File: src/rtl/assert_macros.svh
// ----------------------------------------------------------------------------
// Assertion macros
// Shared concurrent assertion forms used by the RTL.
// ----------------------------------------------------------------------------
`ifndef ASSERT_MACROS_SVH
`define ASSERT_MACROS_SVH

// Condition must hold on every clock edge outside reset.
`define ASSERT_ALWAYS(lbl, clk, rst, cond) \
   lbl: assert property (@(posedge clk) disable iff (rst) (cond)) \
      else $error("assertion failed");

// Antecedent implies consequent in the same cycle.
`define ASSERT_IMPLIES(lbl, clk, rst, ante, cons) \
   lbl: assert property (@(posedge clk) disable iff (rst) (ante) |-> (cons)) \
      else $error("assertion failed");

// Antecedent implies consequent in the next cycle.
`define ASSERT_NEXT(lbl, clk, rst, ante, cons) \
   lbl: assert property (@(posedge clk) disable iff (rst) (ante) |=> (cons)) \
      else $error("assertion failed");

`endif

File: src/rtl/gwrs_pkg.sv
// ----------------------------------------------------------------------------
// gwrs_pkg
// Types, constants and helper functions for the glyph row styler.
// ----------------------------------------------------------------------------
package gwrs_pkg;

   localparam int unsigned RowW      = 32;
   localparam int unsigned HalfW     = 16;
   localparam int unsigned RidxW     = 4;
   localparam int unsigned WidthW    = 6;
   localparam int unsigned FadeW     = 4;
   localparam int unsigned DitherN   = 64;
   localparam int unsigned DitherIdxW = 6;

   localparam logic [WidthW-1:0] MaxGlyphW  = 6'd32;
   localparam logic [WidthW-1:0] NarrowMaxW = 6'd16;
   localparam logic [WidthW-1:0] ItalicGrow = 6'd7;
   localparam logic [WidthW-1:0] BoldGrow   = 6'd1;
   localparam logic [WidthW-1:0] MaxDrawW   = 6'd40;
   localparam logic [RidxW-1:0]  UlineRow   = 4'd14;
   localparam logic [DitherIdxW-1:0] DitherBase = 6'd60;
   localparam logic [RowW-1:0]   LeftPixel  = 32'h8000_0000;

   typedef logic [RowW-1:0]   row_type;
   typedef logic [HalfW-1:0]  half_type;
   typedef logic [RidxW-1:0]  ridx_type;
   typedef logic [WidthW-1:0] width_type;
   typedef logic [FadeW-1:0]  fade_type;

   typedef struct packed {
      row_type   row_bits;
      ridx_type  row_index;
      width_type glyph_width;
      logic      italic;
      logic      bold;
      logic      underline;
      fade_type  fade_level;
   } req_type;

   typedef struct packed {
      row_type   styled_row;
      logic      wide;
      width_type draw_width;
   } rsp_type;

   // Bayer 4x4 dither masks, four phase words per fade step
   localparam half_type DitherTab [DitherN] = '{
      16'h8888, 16'h0000, 16'h0000, 16'h0000,
      16'h8888, 16'h0000, 16'h2222, 16'h0000,
      16'h8888, 16'h0000, 16'hAAAA, 16'h0000,
      16'hAAAA, 16'h0000, 16'hAAAA, 16'h0000,
      16'hAAAA, 16'h4444, 16'hAAAA, 16'h0000,
      16'hAAAA, 16'h4444, 16'hAAAA, 16'h1111,
      16'hAAAA, 16'h4444, 16'hAAAA, 16'h5555,
      16'hAAAA, 16'h5555, 16'hAAAA, 16'h5555,
      16'hAAAA, 16'hDDDD, 16'hAAAA, 16'h5555,
      16'hAAAA, 16'hDDDD, 16'hAAAA, 16'h7777,
      16'hAAAA, 16'hDDDD, 16'hAAAA, 16'hFFFF,
      16'hAAAA, 16'hFFFF, 16'hAAAA, 16'hFFFF,
      16'hEEEE, 16'hFFFF, 16'hAAAA, 16'hFFFF,
      16'hEEEE, 16'hFFFF, 16'hBBBB, 16'hFFFF,
      16'hEEEE, 16'hFFFF, 16'hFFFF, 16'hFFFF,
      16'hFFFF, 16'hFFFF, 16'hFFFF, 16'hFFFF
   };

   // Spread each pixel one to the right, then drop the pixel right after
   // each newly set pixel so that gaps stay open.
   function automatic row_type embolden(input row_type a);
      row_type b;
      row_type n;
      b = a | (a >> 1);
      n = a ^ b;
      return b & ~(n >> 1);
   endfunction

endpackage

File: src/rtl/gwrs_style.sv
// ----------------------------------------------------------------------------
// gwrs_style
// Combinational styling of one glyph row: italic, bold, underline, fade.
// ----------------------------------------------------------------------------
module gwrs_style (
   input  gwrs_pkg::req_type req,
   output gwrs_pkg::rsp_type rsp
);
   import gwrs_pkg::*;

   width_type            gw_sat;
   width_type            dw_it;
   width_type            dw_bd;
   logic [2:0]           slant;
   row_type              row_it;
   row_type              bd_hi;
   row_type              row_bd;
   row_type              row_ul;
   row_type              row_fd;
   row_type              ul_mask;
   half_type             dmask;
   logic [DitherIdxW-1:0] didx;

   always_comb begin
      gw_sat = (req.glyph_width > MaxGlyphW) ? MaxGlyphW : req.glyph_width;

      // italic: narrow form shifts only the upper half
      slant = 3'd7 - req.row_index[3:1];
      if (req.italic) begin
         if ((gw_sat + ItalicGrow) > NarrowMaxW) begin
            row_it = req.row_bits >> slant;
         end else begin
            row_it = {req.row_bits[31:16] >> slant, req.row_bits[15:0]};
         end
         dw_it = gw_sat + ItalicGrow;
      end else begin
         row_it = req.row_bits;
         dw_it  = gw_sat;
      end

      // bold: narrow form works on the upper half only
      bd_hi = embolden({16'h0000, row_it[31:16]});
      if (req.bold) begin
         if ((dw_it + BoldGrow) > NarrowMaxW) begin
            row_bd = embolden(row_it);
         end else begin
            row_bd = {bd_hi[15:0], row_it[15:0]};
         end
         dw_bd = dw_it + BoldGrow;
      end else begin
         row_bd = row_it;
         dw_bd  = dw_it;
      end

      // underline: top gw_sat pixels, always full width
      ul_mask = $signed(LeftPixel) >>> (gw_sat - 6'd1);
      if (req.underline && (req.row_index == UlineRow) && (gw_sat != '0)) begin
         row_ul = row_bd | ul_mask;
      end else begin
         row_ul = row_bd;
      end

      // fade
      didx  = DitherBase - {req.fade_level, 2'b00} + {4'd0, req.row_index[1:0]};
      dmask = DitherTab[didx];
      if (req.fade_level == '0) begin
         row_fd = row_ul;
      end else if (dw_bd > NarrowMaxW) begin
         row_fd = row_ul & {dmask, dmask};
      end else begin
         row_fd = row_ul & {dmask, 16'hFFFF};
      end

      rsp.styled_row = row_fd;
      rsp.wide       = (dw_bd > NarrowMaxW);
      rsp.draw_width = dw_bd;
   end

endmodule

File: src/rtl/glyph_row_styler_top.sv
// ----------------------------------------------------------------------------
// glyph_row_styler_top
// Glyph row styler: one 32-bit bitmap row in, one styled row out.
// ----------------------------------------------------------------------------
//
//  channel  | ports             | handshake
//  ---------+-------------------+-----------------------------------------
//  request  | start, busy, req_ | word taken when start=1 and busy=0
//  response | rsp_valid, rsp_   | one-cycle strobe, receiver always takes
//
//  Path: input register, styling logic, result register.
//  One row per cycle sustained; busy is never raised.
//  The styling path (shift, embolden, mask) sits between the two registers.
//  Reset (synchronous, active high) clears only the valid flags.
//  The receiver cannot stall, so no skid storage is needed.
//
module glyph_row_styler_top (
   input  logic                       clock,
   input  logic                       reset,
   input  logic                       start,
   output logic                       busy,
   input  gwrs_pkg::row_type          req_row_bits,
   input  gwrs_pkg::ridx_type         req_row_index,
   input  gwrs_pkg::width_type        req_glyph_width,
   input  logic                       req_italic,
   input  logic                       req_bold,
   input  logic                       req_underline,
   input  gwrs_pkg::fade_type         req_fade_level,
   output logic                       rsp_valid,
   output gwrs_pkg::row_type          rsp_styled_row,
   output logic                       rsp_wide,
   output gwrs_pkg::width_type        rsp_draw_width
);
   import gwrs_pkg::*;
`include "assert_macros.svh"

   // input stage
   logic    in_vld_ff;
   logic    in_vld_in;
   req_type in_word_ff;
   req_type in_word_in;

   // result stage
   logic    out_vld_ff;
   logic    out_vld_in;
   rsp_type out_word_ff;
   rsp_type out_word_in;

   assign busy = 1'b0;

   always_comb begin
      in_vld_in              = start & ~busy;
      in_word_in.row_bits    = req_row_bits;
      in_word_in.row_index   = req_row_index;
      in_word_in.glyph_width = req_glyph_width;
      in_word_in.italic      = req_italic;
      in_word_in.bold        = req_bold;
      in_word_in.underline   = req_underline;
      in_word_in.fade_level  = req_fade_level;
      out_vld_in             = in_vld_ff;
   end

   gwrs_style u_style (
      .req (in_word_ff),
      .rsp (out_word_in)
   );

   always_ff @(posedge clock) begin
      if (reset) begin
         in_vld_ff  <= 1'b0;
         out_vld_ff <= 1'b0;
      end else begin
         in_vld_ff  <= in_vld_in;
         out_vld_ff <= out_vld_in;
      end
   end

   // payload registers: no reset
   always_ff @(posedge clock) begin
      in_word_ff  <= in_word_in;
      out_word_ff <= out_word_in;
   end

   assign rsp_valid      = out_vld_ff;
   assign rsp_styled_row = out_word_ff.styled_row;
   assign rsp_wide       = out_word_ff.wide;
   assign rsp_draw_width = out_word_ff.draw_width;

   // every accepted word passes through the input register to rsp_valid, and no result appears without one
   `ASSERT_NEXT(a_accept_to_stage, clock, reset, start && !busy, in_vld_ff)
   `ASSERT_NEXT(a_stage_to_rsp, clock, reset, in_vld_ff, rsp_valid)
   `ASSERT_NEXT(a_no_phantom, clock, reset, !in_vld_ff, !rsp_valid)
   // wide flag agrees with the reported width, which stays in range
   `ASSERT_IMPLIES(a_wide_match, clock, reset, rsp_valid,
      (rsp_wide == (rsp_draw_width > NarrowMaxW)) && (rsp_draw_width <= MaxDrawW))

endmodule

File: config.mk
export PLATFORM = sky130hd
export DESIGN_NAME = glyph_row_styler_top
export DESIGN_NICKNAME = d
export VERILOG_FILES = /design/src/rtl/gwrs_pkg.sv /design/src/rtl/gwrs_style.sv /design/src/rtl/glyph_row_styler_top.sv
export VERILOG_INCLUDE_DIRS = /design/src /design/src/rtl
export SDC_FILE = /design/constraint.sdc
export NUM_CORES = 1
export LEC_CHECK = 0
export ABC_AREA = 1
export BUFFER_PORTS_ARGS = -buffer_cell sky130_fd_sc_hd__buf_2
export CORE_MARGIN = 1
export CORE_UTILIZATION = 30
export CTS_CLUSTER_SIZE = 20
export DETAILED_ROUTE_END_ITERATION = 8
export HOLD_SLACK_MARGIN = 0.03
export SETUP_SLACK_MARGIN = 0.05
export SLEW_MARGIN = 20
export SYNTH_ARGS = -nofsm -noshare
export SYNTH_HDL_FRONTEND = slang
export SYNTH_SLANG_ARGS = --single-unit
File: constraint.sdc
create_clock -name clock -period 2.9 [get_ports clock]
set_clock_uncertainty 0.15 [all_clocks]
set_input_delay 0.145 -clock clock [delete_from_list [all_inputs] [get_ports clock]]
set_output_delay 0.145 -clock clock [all_outputs]
set_load 0.01 [all_outputs]
==> out/metrics.csv <==
stage,metric,value,unit
clocking,max-clock-path-buffers,2,
die,core,0.0160,mm^2
flow_run,drv_cap,0,
final_layout,final_nets,955,
die,dieArea,0.0170,mm^2
clocking,clock_latency,0.35,ns
timing,rsz0062_at_grt,yes,
die,rows,46,
worst_setup_path,r2r_end,rsp_styled_row[12]$_DFF_P_,
worst_setup_path,reg2reg_slack,0.22,ns
yosys,synth_seq_cells,90,
power_and_ir_drop,total_power,3.41,mW
hold_path,worstHoldStart,in_vld_ff$_SDFF_PP0_,
placement,io_buffers,91,
clocking,cts.reportedPaths.clkPinSlew,0.06,ns
power_and_ir_drop,power.density,528,mW/mm^2
yosys,ys_types,40,
routing,wl_met1,6940,um
routing,ant_nets,0,
die,dieWidth,130,um
yosys,netlist_instances,763,
power_and_ir_drop,power.leakage,3.35,nW
timing,min_period,2.68,ns
final_layout,num_antenna_cells,0,
routing,routed.top_layer,met4,
placement,routabilityCongestion,0.930,
worst_setup_path,startpoint_type,flip-flop,
clocking,cts_tree,done,
routing,met3_length,1000,um
routing,vias,5147,
final_layout,register_area,0.00181,mm^2
global_routing,grt_pass1_vias,4784,
routing,dr.pass1.iters,5,
routing,totalWireLength,14600,um
status,outcome,finished clean,
yosys,synth_seq_area_share,36.4,%
worst_setup_path,crit_fanout,8,
final_layout,area_growth,30.3,%
timing,maxSlewHeadroom,59.5,%
die,die_height,130,um
clocking,htreeDepth,3,
clocking,cts_root_buf,clkbuf_16,
yosys,yosys_warnings,0,
die,pin_count,93,
hold_path,holdPathStages,2,
routing,wl_met2,6320,um
final_layout,fill_cells,1762,
hold_path,hp-class,reg2reg,
yosys,syn_area,0.00495,mm^2
worst_setup_path,ff2ff_path_depth,16,
clocking,clock-sinks,90,
worst_setup_path,cp.arrival,2.82,ns
clocking,cts_buffers,9,
timing,period_share,92.4,%
final_layout,drive_above_1_share,18.1,%
worst_setup_path,end_kind,flip-flop,
hold_path,hold_path_end,rsp_valid$_SDFF_PP0_,
global_routing,groute.usage.overall,18.0,%
final_layout,multi_input_area,0.00267,mm^2
routing,drc_errors,0,
routing,first_iter_violations,421,
yosys,avgSynthCellArea,6.49,um^2
placement,dp_hpwl,11000,um
timing,timing.fmax,0.373,GHz
die,initial_core_util,31.0,%
worst_setup_path,path_class,reg2reg,
routing,post_drt_wl_per_cell,13.0,um
global_routing,grt_overflow,0,
global_routing,grt_start_max_net_pins,36,
timing,timing_worst_slew_pin_value,0.607,ns
routing,viasPerCell,4.60,
timing,slew_viol_final,0,
yosys,syn-num-nets,820,
timing,hold_slack,0.255,ns
worst_setup_path,r2r-start,in_word_ff[12]$_DFF_P_,
timing,finalSetupTns,0,ns
global_routing,antenna_found_initial,0,
timing,setup_violations,0,
worst_setup_path,required,3.04,ns
power_and_ir_drop,vdd.ir_drop.worst,0.337,mV
global_routing,grt_pass1_wl,23300,um
timing,hold_viol_final,0,
[flip-flops by register name (all words and copies together) (netlist names)]
register,flops
in_word_ff,49
rsp_styled_row,32
rsp_draw_width,6
in_vld_ff,1
rsp_valid,1
rsp_wide,1
[cells in the final DEF (no fill, tap or decap), types with 2 or more instances in the layout]
master         count
a21oi_1           23
a21oi_2            2
a22oi_1            2
a41oi_1            3
buf_12             2
buf_2             91
buf_4             13
clkbuf_1           3
clkbuf_16          9
clkbuf_8           2
dfxtp_1           89
dlygate4sd3_1     51
ha_1               4
inv_1             75
inv_2              2
mux2i_1            9
nand2_1          285
nand2_2           10
nand2_4            6
nand3_1           38
nand3_2            3
nand4_1            2
nor2_1            61
nor2_2            11
o2111ai_1          2
o211ai_1          13
o21ai_0           59
o21ai_1            4
o21ai_2            3
o221ai_1           3
o22ai_1            4
or2_2              2
xor2_1             3
[worst max-delay path: stages, from the launching register on]
cell	delay [ns]
dfxtp_4	0.36
clkinv_4	0.08
nand2_4	0.08
ha_1	0.33
inv_1	0.11
nand2_1	0.05
nand2_1	0.11
ha_1	0.23
or2_2	0.29
o21ai_1	0.11
nand2_1	0.07
nor2_1	0.10
nand3_1	0.09
nand2_2	0.11
a21oi_1	0.08
buf_4	0.15
nor2_1	0.09
[cells in the mapped netlist, drive strengths merged]
library cell	instances	share of area [%]
nand2	301	24
dfxtp	90	36
inv	79	6.1
nor2	73	6.2
o21ai	66	6.9
nand3	41	4.4
buf	26	3.5
a21oi	25	2.7
o211ai	13	2.0
mux2i	9	1.8
clkbuf	7	0.53
ha	5	1.3
o22ai	4	0.51
a41oi	3	0.53
o221ai	3	0.53
or2	3	0.38
xor2	3	0.53
a22oi	2	0.30
nand4	2	0.25
o2111ai	2	0.35
a221oi	1	0.18
a31oi	1	0.13
conb	1	0.076
nor2b	1	0.13
nor3	1	0.10
o31ai	1	0.15
[worst max path at each step]
stage	startpoint	to
global placement	in_word_ff[12]$_DFF_P_	rsp_styled_row[14]$_DFF_P_
global route	in_word_ff[12]$_DFF_P_	rsp_styled_row[8]$_DFF_P_
detailed placement	in_word_ff[12]$_DFF_P_	rsp_styled_row[14]$_DFF_P_
CTS	in_word_ff[12]$_DFF_P_	rsp_styled_row[14]$_DFF_P_
floorplan	in_word_ff[12]$_DFF_P_	rsp_styled_row[0]$_DFF_P_
finish	in_word_ff[12]$_DFF_P_	rsp_styled_row[12]$_DFF_P_
[layout make-up]
class	instances	share of cell area (%)
clock buffers	14	4.09
flip-flops and latches	90	28.0
repair buffers	157	17.1
inverters	79	4.71
well taps	216	4.19
multi-input cells	561	41.4
clock inverters	2	0.543
[metal layers]
metal	up-vias	track usage, %
met2	192	27.9
met4	0	6.96
met3	18	3.71
li1	2684	-
met5	-	0
met1	2253	24.4
[cells by family after synthesis]
logic type	share of synthesized area, %
flip-flops	36.4
multiplexers	1.82
adder cells (fa/ha/maj)	1.26
XOR/XNOR	0.531
buffers and inverters	10.1
AND/OR/NAND/NOR	35.6
AO/OA/AOI/OAI	14.2
other	0.0757
[report_power, final]
group          total (mW)  switching (mW)  internal [mW]
sequential           1.40          0.0491           1.36
clock                1.17           0.453          0.714
combinational       0.836           0.509          0.327
[stage by stage]
stage               cells  worst slack (ns)  area, um^2  util, %
global route         1119            0.0278        6450     40.3
global placement     1052             0.145        5620     35.1
CTS                  1119            0.0986        6420     40.2
detailed placement   1052             0.110        5620     35.1
floorplan             763             0.419        4950        -
finish               1119             0.221        6450     40.3
[timing repair]
item	CTS	global route
hold buffers	51	0
endpoints found under the setup margin	0	16
gates resized for setup	0	8
buffers inserted	0	0
endpoints found under the hold margin	51	0
No activity file was read; power rests on OpenSTA's default activity.
